--- src/design/der_rs_pkg.sv ---
package der_rs_pkg;

    localparam logic       OP_PUSH = 1'b0;
    localparam logic       OP_READ = 1'b1;

    localparam logic       SEL_R = 1'b0;
    localparam logic       SEL_S = 1'b1;

    localparam logic [7:0] TAG_SEQUENCE = 8'h30;
    localparam logic [7:0] TAG_INTEGER  = 8'h02;
    localparam logic [7:0] LEN_LONG_BIT = 8'h80;
    localparam logic [7:0] LEN_COUNT    = 8'h7F;

    localparam logic [1:0] ST_IDLE  = 2'd0;
    localparam logic [1:0] ST_PARSE = 2'd1;
    localparam logic [1:0] ST_DONE  = 2'd2;
    localparam logic [1:0] ST_ERROR = 2'd3;

    localparam logic [1:0] CURVE_P256 = 2'd0;
    localparam logic [1:0] CURVE_P384 = 2'd1;
    localparam logic [1:0] CURVE_P521 = 2'd2;

    localparam logic [6:0] BYTES_P256 = 7'd32;
    localparam logic [6:0] BYTES_P384 = 7'd48;
    localparam logic [6:0] BYTES_P521 = 7'd66;

    typedef struct packed {
        logic [1:0] status;
        logic       rd_ok;
    } t_step_res;

    function automatic logic [6:0] curve_bytes(input logic [1:0] kind);
        logic [6:0] len;
        case (kind)
            CURVE_P256: len = BYTES_P256;
            CURVE_P384: len = BYTES_P384;
            CURVE_P521: len = BYTES_P521;
            default:    len = 7'd0;
        endcase
        return len;
    endfunction

endpackage

--- src/design/der_ecdsa_signature_to_rs.sv ---
// A transaction's result passes through a read stage and then an output register before it appears.
// Throughput: one transaction per cycle, push or read, while o_stall is low; the value
// store has one write port for pushes and one registered read port for reads.
// Reset (i_rst_n, synchronous, active low) returns the parser to idle, curve
// kind to P-256 and empties the pipeline; the value store itself is not cleared.
module der_ecdsa_signature_to_rs
    import der_rs_pkg::*;
#(
    parameter int MAX_VALUE_BYTES = 66
) (
    input  logic       i_clk,
    input  logic       i_rst_n,
    input  logic       i_cfg_we,
    input  logic [1:0] i_cfg_wdata,
    input  logic       i_valid,
    output logic       o_stall,
    input  logic       i_op,
    input  logic       i_start_req,
    input  logic [7:0] i_byte_in,
    input  logic       i_read_which,
    input  logic [6:0] i_read_index,
    output logic       o_valid,
    input  logic       i_stall,
    output logic [1:0] o_status,
    output logic [7:0] o_read_data
);

    localparam int DEPTH = 2 * MAX_VALUE_BYTES;
    localparam int AW    = $clog2(DEPTH);

    logic [1:0]    r_curve_kind;
    logic          r_a_valid;
    t_step_res     r_a_res;
    logic          r_o_valid;
    logic [1:0]    r_o_status;
    logic [7:0]    r_o_data;

    logic          accept, b_ready;
    logic          wr_en, rd_en;
    logic [AW-1:0] wr_addr, rd_addr;
    logic [7:0]    rd_data;
    t_step_res     step_res;

    assign b_ready = !r_o_valid || !i_stall;
    assign o_stall = r_a_valid && !b_ready;
    assign accept  = i_valid && !o_stall;

    der_rs_parser #(
        .MAX_VALUE_BYTES(MAX_VALUE_BYTES)
    ) u_parser (
        .i_clk        (i_clk),
        .i_rst_n      (i_rst_n),
        .i_accept     (accept),
        .i_op         (i_op),
        .i_start_req  (i_start_req),
        .i_byte_in    (i_byte_in),
        .i_read_which (i_read_which),
        .i_read_index (i_read_index),
        .i_curve_kind (r_curve_kind),
        .o_wr_en      (wr_en),
        .o_wr_addr    (wr_addr),
        .o_rd_en      (rd_en),
        .o_rd_addr    (rd_addr),
        .o_res        (step_res)
    );

    der_rs_ram #(
        .WIDTH (8),
        .DEPTH (DEPTH)
    ) u_store (
        .i_clk   (i_clk),
        .i_we    (wr_en),
        .i_waddr (wr_addr),
        .i_wdata (i_byte_in),
        .i_re    (rd_en),
        .i_raddr (rd_addr),
        .o_rdata (rd_data)
    );

    always_ff @(posedge i_clk) begin
        if (!i_rst_n) begin
            r_curve_kind <= CURVE_P256;
            r_a_valid    <= 1'b0;
            r_o_valid    <= 1'b0;
        end else begin
            if (i_cfg_we) begin
                r_curve_kind <= i_cfg_wdata;
            end
            if (accept) begin
                r_a_valid <= 1'b1;
            end else if (b_ready) begin
                r_a_valid <= 1'b0;
            end
            if (b_ready) begin
                r_o_valid <= r_a_valid;
            end
        end
    end

    always_ff @(posedge i_clk) begin
        if (accept) begin
            r_a_res <= step_res;
        end
        if (b_ready && r_a_valid) begin
            r_o_status <= r_a_res.status;
            r_o_data   <= r_a_res.rd_ok ? rd_data : 8'd0;
        end
    end

    assign o_valid     = r_o_valid;
    assign o_status    = r_o_status;
    assign o_read_data = r_o_data;

    a_accept_fills_stage : assert property (@(posedge i_clk) disable iff (!i_rst_n)
        accept |=> r_a_valid)
        else $error("accepted transaction did not enter the read stage");

    a_stall_cause : assert property (@(posedge i_clk) disable iff (!i_rst_n)
        o_stall |-> (r_a_valid && r_o_valid && i_stall))
        else $error("input stalled without a blocked output");

    a_port_exclusive : assert property (@(posedge i_clk) disable iff (!i_rst_n)
        !(wr_en && rd_en))
        else $error("store written and read by one transaction");

    a_idle_reads_zero : assert property (@(posedge i_clk) disable iff (!i_rst_n)
        (o_valid && o_status == ST_IDLE) |-> (o_read_data == 8'd0))
        else $error("read before any signature returned data");

endmodule

--- src/design/der_rs_ram.sv ---
module der_rs_ram #(
    parameter int WIDTH = 8,
    parameter int DEPTH = 132
) (
    input  logic                     i_clk,
    input  logic                     i_we,
    input  logic [$clog2(DEPTH)-1:0] i_waddr,
    input  logic [WIDTH-1:0]         i_wdata,
    input  logic                     i_re,
    input  logic [$clog2(DEPTH)-1:0] i_raddr,
    output logic [WIDTH-1:0]         o_rdata
);

    logic [WIDTH-1:0] r_mem [DEPTH];
    logic [WIDTH-1:0] r_rdata;

    always_ff @(posedge i_clk) begin
        if (i_we) begin
            r_mem[i_waddr] <= i_wdata;
        end
        if (i_re) begin
            r_rdata <= r_mem[i_raddr];
        end
    end

    assign o_rdata = r_rdata;

endmodule

--- src/design/der_rs_parser.sv ---
module der_rs_parser
    import der_rs_pkg::*;
#(
    parameter int MAX_VALUE_BYTES = 66
) (
    input  logic                                 i_clk,
    input  logic                                 i_rst_n,
    input  logic                                 i_accept,
    input  logic                                 i_op,
    input  logic                                 i_start_req,
    input  logic [7:0]                           i_byte_in,
    input  logic                                 i_read_which,
    input  logic [6:0]                           i_read_index,
    input  logic [1:0]                           i_curve_kind,
    output logic                                 o_wr_en,
    output logic [$clog2(2*MAX_VALUE_BYTES)-1:0] o_wr_addr,
    output logic                                 o_rd_en,
    output logic [$clog2(2*MAX_VALUE_BYTES)-1:0] o_rd_addr,
    output t_step_res                            o_res
);

    localparam int AW = $clog2(2*MAX_VALUE_BYTES);
    localparam logic [AW-1:0] S_BASE = AW'(MAX_VALUE_BYTES);
    localparam logic [7:0]    MAX_B  = 8'(MAX_VALUE_BYTES);

    typedef enum logic [3:0] {
        P_IDLE, P_SEQ_LEN, P_SEQ_MORE, P_R_TAG, P_R_LEN, P_R_MORE, P_R_DATA,
        P_S_TAG, P_S_LEN, P_S_MORE, P_S_DATA, P_DONE, P_ERROR
    } t_phase;

    t_phase      r_phase, n_phase;
    logic [31:0] r_accum, n_accum;
    logic [2:0]  r_left, n_left;
    logic [6:0]  r_content, n_content;
    logic        r_strip, n_strip;
    logic [6:0]  r_off_r, n_off_r, r_off_s, n_off_s;
    logic [6:0]  r_fill_r, n_fill_r, r_fill_s, n_fill_s;
    logic [6:0]  r_vlen, n_vlen;

    logic [31:0] len_val, len_trim;
    logic        len_strip, len_err, len_fin, is_s_len;
    logic [6:0]  cbytes, fill_cur, rd_off, rd_fill, new_off;
    logic [2:0]  lcount;
    logic        lform_ok;

    always_comb begin
        n_phase   = r_phase;
        n_accum   = r_accum;
        n_left    = r_left;
        n_content = r_content;
        n_strip   = r_strip;
        n_off_r   = r_off_r;
        n_off_s   = r_off_s;
        n_fill_r  = r_fill_r;
        n_fill_s  = r_fill_s;
        n_vlen    = r_vlen;
        o_wr_en   = 1'b0;
        len_fin   = 1'b0;

        len_val   = (r_phase == P_SEQ_MORE || r_phase == P_R_MORE || r_phase == P_S_MORE) ?
                    {r_accum[23:0], i_byte_in} : {24'd0, i_byte_in};
        len_strip = len_val > {25'd0, r_vlen};
        len_trim  = len_val - {31'd0, len_strip};
        len_err   = len_trim > {25'd0, r_vlen};
        new_off   = r_vlen - len_trim[6:0];
        is_s_len  = (r_phase == P_S_LEN || r_phase == P_S_MORE);

        lcount    = i_byte_in[2:0];
        lform_ok  = ((i_byte_in & LEN_COUNT) >> 3) == 8'd0 && lcount != 3'd0
                    && lcount <= 3'd4;
        cbytes    = curve_bytes(i_curve_kind);
        fill_cur  = (r_phase == P_S_DATA) ? r_fill_s : r_fill_r;
        o_wr_addr = AW'(fill_cur) + ((r_phase == P_S_DATA) ? S_BASE : AW'(0));

        if (i_accept && i_op == OP_PUSH) begin
            if (i_start_req) begin
                n_accum   = 32'd0;
                n_left    = 3'd0;
                n_content = 7'd0;
                n_strip   = 1'b0;
                if (cbytes == 7'd0 || {1'b0, cbytes} > MAX_B || i_byte_in != TAG_SEQUENCE) begin
                    n_phase = P_ERROR;
                end else begin
                    n_vlen  = cbytes;
                    n_phase = P_SEQ_LEN;
                end
            end else begin
                unique case (r_phase)
                    P_SEQ_LEN, P_R_LEN, P_S_LEN: begin
                        if ((i_byte_in & LEN_LONG_BIT) == 8'd0) begin
                            n_accum = len_val;
                            len_fin = 1'b1;
                        end else if (!lform_ok) begin
                            n_phase = P_ERROR;
                        end else begin
                            n_accum = 32'd0;
                            n_left  = lcount;
                            n_phase = t_phase'(r_phase + 4'd1);
                        end
                    end
                    P_SEQ_MORE, P_R_MORE, P_S_MORE: begin
                        n_accum = len_val;
                        n_left  = r_left - {2'd0, r_left != 3'd0};
                        len_fin = (n_left == 3'd0);
                    end
                    P_R_TAG: begin
                        if (i_byte_in != TAG_INTEGER) begin
                            n_phase = P_ERROR;
                        end else begin
                            n_off_r  = 7'd0;
                            n_fill_r = 7'd0;
                            n_off_s  = 7'd0;
                            n_fill_s = 7'd0;
                            n_phase  = P_R_LEN;
                        end
                    end
                    P_S_TAG: begin
                        n_phase = (i_byte_in == TAG_INTEGER) ? P_S_LEN : P_ERROR;
                    end
                    P_R_DATA, P_S_DATA: begin
                        if (r_strip) begin
                            n_strip = 1'b0;
                        end else begin
                            o_wr_en   = ({1'b0, fill_cur} < MAX_B);
                            n_content = r_content - 7'd1;
                            if (r_phase == P_S_DATA) begin
                                n_fill_s = r_fill_s + 7'd1;
                            end else begin
                                n_fill_r = r_fill_r + 7'd1;
                            end
                            if (r_content == 7'd1) begin
                                n_phase = (r_phase == P_S_DATA) ? P_DONE : P_S_TAG;
                            end
                        end
                    end
                    default: begin
                    end
                endcase

                if (len_fin) begin
                    if (r_phase == P_SEQ_LEN || r_phase == P_SEQ_MORE) begin
                        n_phase = P_R_TAG;
                    end else if (len_err) begin
                        n_phase = P_ERROR;
                    end else begin
                        n_content = len_trim[6:0];
                        n_strip   = len_strip;
                        if (is_s_len) begin
                            n_off_s  = new_off;
                            n_fill_s = new_off;
                        end else begin
                            n_off_r  = new_off;
                            n_fill_r = new_off;
                        end
                        if (len_trim == 32'd0) begin
                            n_phase = is_s_len ? P_DONE : P_S_TAG;
                        end else begin
                            n_phase = is_s_len ? P_S_DATA : P_R_DATA;
                        end
                    end
                end
            end
        end
    end

    always_comb begin
        rd_off    = (i_read_which == SEL_S) ? r_off_s : r_off_r;
        rd_fill   = (i_read_which == SEL_S) ? r_fill_s : r_fill_r;
        o_rd_en   = i_accept && i_op == OP_READ;
        o_rd_addr = AW'(i_read_index) + ((i_read_which == SEL_S) ? S_BASE : AW'(0));
        o_res.rd_ok = (i_op == OP_READ) && !(i_read_index < rd_off
                      || i_read_index >= rd_fill || i_read_index >= r_vlen
                      || {1'b0, i_read_index} >= MAX_B);
        unique case (n_phase)
            P_IDLE:  o_res.status = ST_IDLE;
            P_DONE:  o_res.status = ST_DONE;
            P_ERROR: o_res.status = ST_ERROR;
            default: o_res.status = ST_PARSE;
        endcase
    end

    always_ff @(posedge i_clk) begin
        if (!i_rst_n) begin
            r_phase   <= P_IDLE;
            r_accum   <= 32'd0;
            r_left    <= 3'd0;
            r_content <= 7'd0;
            r_strip   <= 1'b0;
            r_off_r   <= 7'd0;
            r_off_s   <= 7'd0;
            r_fill_r  <= 7'd0;
            r_fill_s  <= 7'd0;
            r_vlen    <= BYTES_P256;
        end else begin
            r_phase   <= n_phase;
            r_accum   <= n_accum;
            r_left    <= n_left;
            r_content <= n_content;
            r_strip   <= n_strip;
            r_off_r   <= n_off_r;
            r_off_s   <= n_off_s;
            r_fill_r  <= n_fill_r;
            r_fill_s  <= n_fill_s;
            r_vlen    <= n_vlen;
        end
    end

endmodule
--- config.mk ---
export PLATFORM = sky130hd
export DESIGN_NAME = der_ecdsa_signature_to_rs
export DESIGN_NICKNAME = d
export VERILOG_FILES = /design/src/design/der_rs_pkg.sv /design/src/design/der_ecdsa_signature_to_rs.sv /design/src/design/der_rs_ram.sv /design/src/design/der_rs_parser.sv
export SDC_FILE = /design/constraint.sdc
export NUM_CORES = 1
export LEC_CHECK = 0
export ABC_AREA = 1
export BUFFER_PORTS_ARGS = -buffer_cell sky130_fd_sc_hd__buf_2
export CORE_UTILIZATION = 45
export CTS_BUF_LIST = sky130_fd_sc_hd__clkbuf_8
export DETAILED_ROUTE_END_ITERATION = 8
export SYNTH_ARGS = -nofsm -noshare
export SYNTH_HDL_FRONTEND = slang
export SYNTH_HIERARCHICAL = 1
export SYNTH_SLANG_ARGS = --single-unit
--- constraint.sdc ---
create_clock -name i_clk -period 6.15 [get_ports i_clk]
set_input_delay 0.615 -clock i_clk [delete_from_list [all_inputs] [get_ports i_clk]]
set_output_delay 0.615 -clock i_clk [all_outputs]
set_load 0.05 [all_outputs]
==> flow_summary_export.csv <==
group,metric,value,unit
sta,fin_setup_tns,0,ns
sta,fin_worst_skew,0.0343,ns
worst_setup_path,arrival,6.23,ns
final_layout,stdcell_count,6528,
final_layout,area_delta_synth_final,9.86,%
placed_design,post-place-cells,6172,
sta,hold_viol,0,
yosys,postSynthAreaPerCell,10.6,um2
sta,timing.final.crit_share,90.0,%
worst_setup_path,cpMostUsedCell,"nand2_1",
worst_setup_path,cpPeakStageDelay,0.42,ns
final_layout,nFillCells,10300,
floorplanning,row_count,123,
yosys,synthTopCellsByCount,"1,414 x nand2_1, 1,077 x edfxtp_1, 1,057 x nand3_1, 255 x nor2_1, 193 x inv_1",
yosys,synth_top_area_share,63.5,%
worst_setup_path,startpoint_type,"flip-flop",
worst_setup_path,crit_fanout,24,
power,p_total,16.2,mW
final_layout,drive_above_1_share,8.72,%
clock_tree,htreeDepth,4,
detailed_routing,detail-route-antenna-nets,0,
clock_tree,clk_latency,0.86,ns
global_route,grt_pass1_vias,34300,
placed_design,portBuffers,36,
worst_setup_path,end_kind,"flip-flop",
sta,slew_violations,0,
floorplanning,coreArea,112000,um2
yosys,synth_area,51000,um2
min_path,hp-class,"primary input to flip-flop",
detailed_routing,drt_iter0_drc,3498,
status,status,"finished, final reports clean",
yosys,synth-async-reset-ratio,0,%
clock_tree,cts_tree,"done",
worst_setup_path,worstPathRequired,6.85,ns
sta,slew_headroom,23.0,%
final_layout,final_area,56000,um2
final_layout,final_nets,4940,
yosys,syn_nets,4872,
final_layout,register_area,33800,um2
global_route,antenna_found_initial,3,
detailed_routing,vias_per_cell,5.52,
flow_run,drv_cap,0,
worst_setup_path,critPathKind,"flip-flop to flip-flop",
floorplanning,dieArea,115000,um2
sta,rsz0062_at_grt,"no",
detailed_routing,vias,36000,
floorplanning,ios,37,
sta,tightestPinTransition,1.15,ns
detailed_routing,dr.pass1.iters,6,
floorplanning,die_y,339,um
worst_setup_path,crit_slowest_cell,"dfxtp_1",
placed_design,place.gp.congestion,0.891,
global_route,grt_pass1_wl,214000,um
placed_design,hpwlAfterDp,83500,um
yosys,ys_seq_elements,1151,
global_route,grt_max_degree,223,
clock_tree,clkSlewWorstSetupHoldPaths,0.06,ns
yosys,synth-edff-count,1077,
yosys,synth_most_common_cell,"nand2_1",
clock_tree,clk_path_buf_depth,3,
final_layout,final_core_util,49.8,%
clock_tree,post-cts-setup-buffers,0,
power,leakage,20.7,nW
global_route,grt.overflow.total,0,
clock_tree,cts-root-buf,"clkbuf_8",
yosys,synth_top_area_cell,"edfxtp_1",
power,p_per_area,290,nW/um2
yosys,ys_top_cells_by_area,"edfxtp_1 63%, nand2_1 10%, nand3_1 10%",
floorplanning,die_width,339,um
placed_design,placed_area,52500,um2
detailed_routing,drc,0,
yosys,synth.distinct_cells,53,
yosys,syn_inst,4802,
worst_setup_path,r2r_slack,0.62,ns
yosys,yosys_warnings,6,
global_route,grt_usage,24.6,%
sta,finalSetupViolCount,0,
detailed_routing,wl,143000,um
final_layout,multi_input_area,14700,um2
yosys,ys_seq_area_share,66.4,%
clock_tree,numCtsBuffers,188,
power,peakVddDrop,163,uV
detailed_routing,wl_per_cell,21.8,um
sta,finalCriticalPeriod,5.53,ns
sta,max_clock_freq,181,MHz
floorplanning,start_util,45.4,%
clock_tree,cts.sinks,1151,
yosys,yosys_most_used_dff,"edfxtp_1",
-- through the flow --
step           setup WS (ns)  hold slack (ns)
2_1_floorplan           1.70            0.400
3_3_place_gp           0.792            0.456
3_5_place_dp           0.653            0.461
4_1_cts                0.619           0.0149
5_1_grt               0.0562           0.0315
6_report               0.616           0.0686
-- registers in the layout (all words and copies together) (netlist names), 3 cells and up --
| name | cells |
|---|---|
| u_parser/r_accum | 24 |
| u_parser/r_off_s | 7 |
| u_parser/r_off_r | 7 |
| u_parser/r_content | 7 |
| r_a_res | 3 |
| u_parser/r_vlen | 3 |
| u_store/o_rdata | 8 |
| u_parser/r_phase | 4 |
| u_parser/r_fill_s | 7 |
| u_store/r_mem | 1056 |
| u_parser/r_fill_r | 7 |
| u_parser/r_left | 3 |
| o_read_data | 8 |
-- power breakdown --
part / leakage, nW / internal (mW) / switching, mW
combinational: 8.39 / 0.378 / 1.11
sequential: 10.3 / 8.58 / 0.0143
clock: 2.05 / 3.11 / 3.05
-- layout make-up --
| cell class | count | area share (%) |
|---|---|---|
| Timing Repair Buffer | 156 | 2.36 |
| Tap cell | 1500 | 3.35 |
| Sequential cell | 1151 | 60.4 |
| Multi-Input combinational cell | 3166 | 26.3 |
| Inverter | 207 | 1.44 |
| Clock buffer | 197 | 4.84 |
| Clock inverter | 148 | 1.33 |
| Antenna cell | 3 | 0.0134 |
-- cells in the final DEF, fill, tap and decap left out, types with 3 or more instances in the layout --
cell type      synthesis  layout
o21ai_0               84      84
nand3_1             1057    1057
diode_2                0       3
o211ai_1              15      15
o211ai_2               4       4
buf_2                107      27
clkinv_1               2      45
xor2_1                19      17
nor2_1               255     254
nor3_1                17      16
o21ai_2                8       8
buf_4                 16      99
nand2_2                6       6
o21ai_1               19      19
clkbuf_8               0     197
a21oi_1              105     105
nor2_2                 9      10
clkinv_2               0      11
nand2_1             1414    1414
dlygate4sd3_1          0       8
inv_2                 11       9
buf_12                 0      13
o22ai_1                9       9
ha_1                  44      42
bufinv_16              0       3
dfxtp_1               74      74
a31oi_1                3       3
nand4_1               18      18
nor4_1                 7       7
a211oi_1               5       5
edfxtp_1            1077    1077
nand3b_1              29      29
xnor2_1                6       6
inv_8                  0       7
buf_6                 66       8
nor2_4                 6       6
inv_6                  1       5
o21a_1                 4       4
inv_1                193     270
-- per-layer routing --
metal	global-route usage (%)	wire length, um	vias up
met3	4.23	9720	262
li1	-	-	16900
met1	33.6	60600	17600
met5	0	24	-
met4	10.9	5470	4
met2	38.8	66800	1304
-- logic make-up (layout without fill, tap and decap cells) --
kind of cell             count (synthesis)  in the layout  share of synthesized area, %
other                                    0              3                             0
buffers and inverters                  485            708                          4.96
AO/OA/AOI/OAI                          268            268                          3.00
XOR/XNOR                                25             25                         0.430
adder cells (fa/ha/maj)                 45             45                          1.12
AND/OR/NAND/NOR                       2828           2828                          24.1
flip-flops                            1151           1151                          66.4
-- worst paths after layout --
check                   startpoint               endpoint  cells past startpoint
max            u_parser/r_phase[1]   u_parser/r_fill_s[4]                     33
min                   i_byte_in[6]   u_store/r_mem[67][6]                      1
max reg2reg    u_parser/r_phase[1]   u_parser/r_fill_s[4]                     33
min reg2reg  u_parser/r_content[6]  u_parser/r_content[6]                      2
-- repair_timing --
| item | 4_1_cts | 5_1_grt |
|---|---|---|
| endpoints found under the hold margin | 4 | 0 |
| gates resized for setup | 0 | 0 |
| hold buffers | 8 | 0 |
-- critical path, delay by kind of cell, from the launching register on --
family	cells	cell delay (ns)
fa+ha+maj	4	1.02
compound gates	2	0.30
xor+xnor	1	0.27
simple gates	21	2.69
flops	1	0.42
buf+inv	5	0.61
Note: power is estimated with default switching activity, not from simulation.
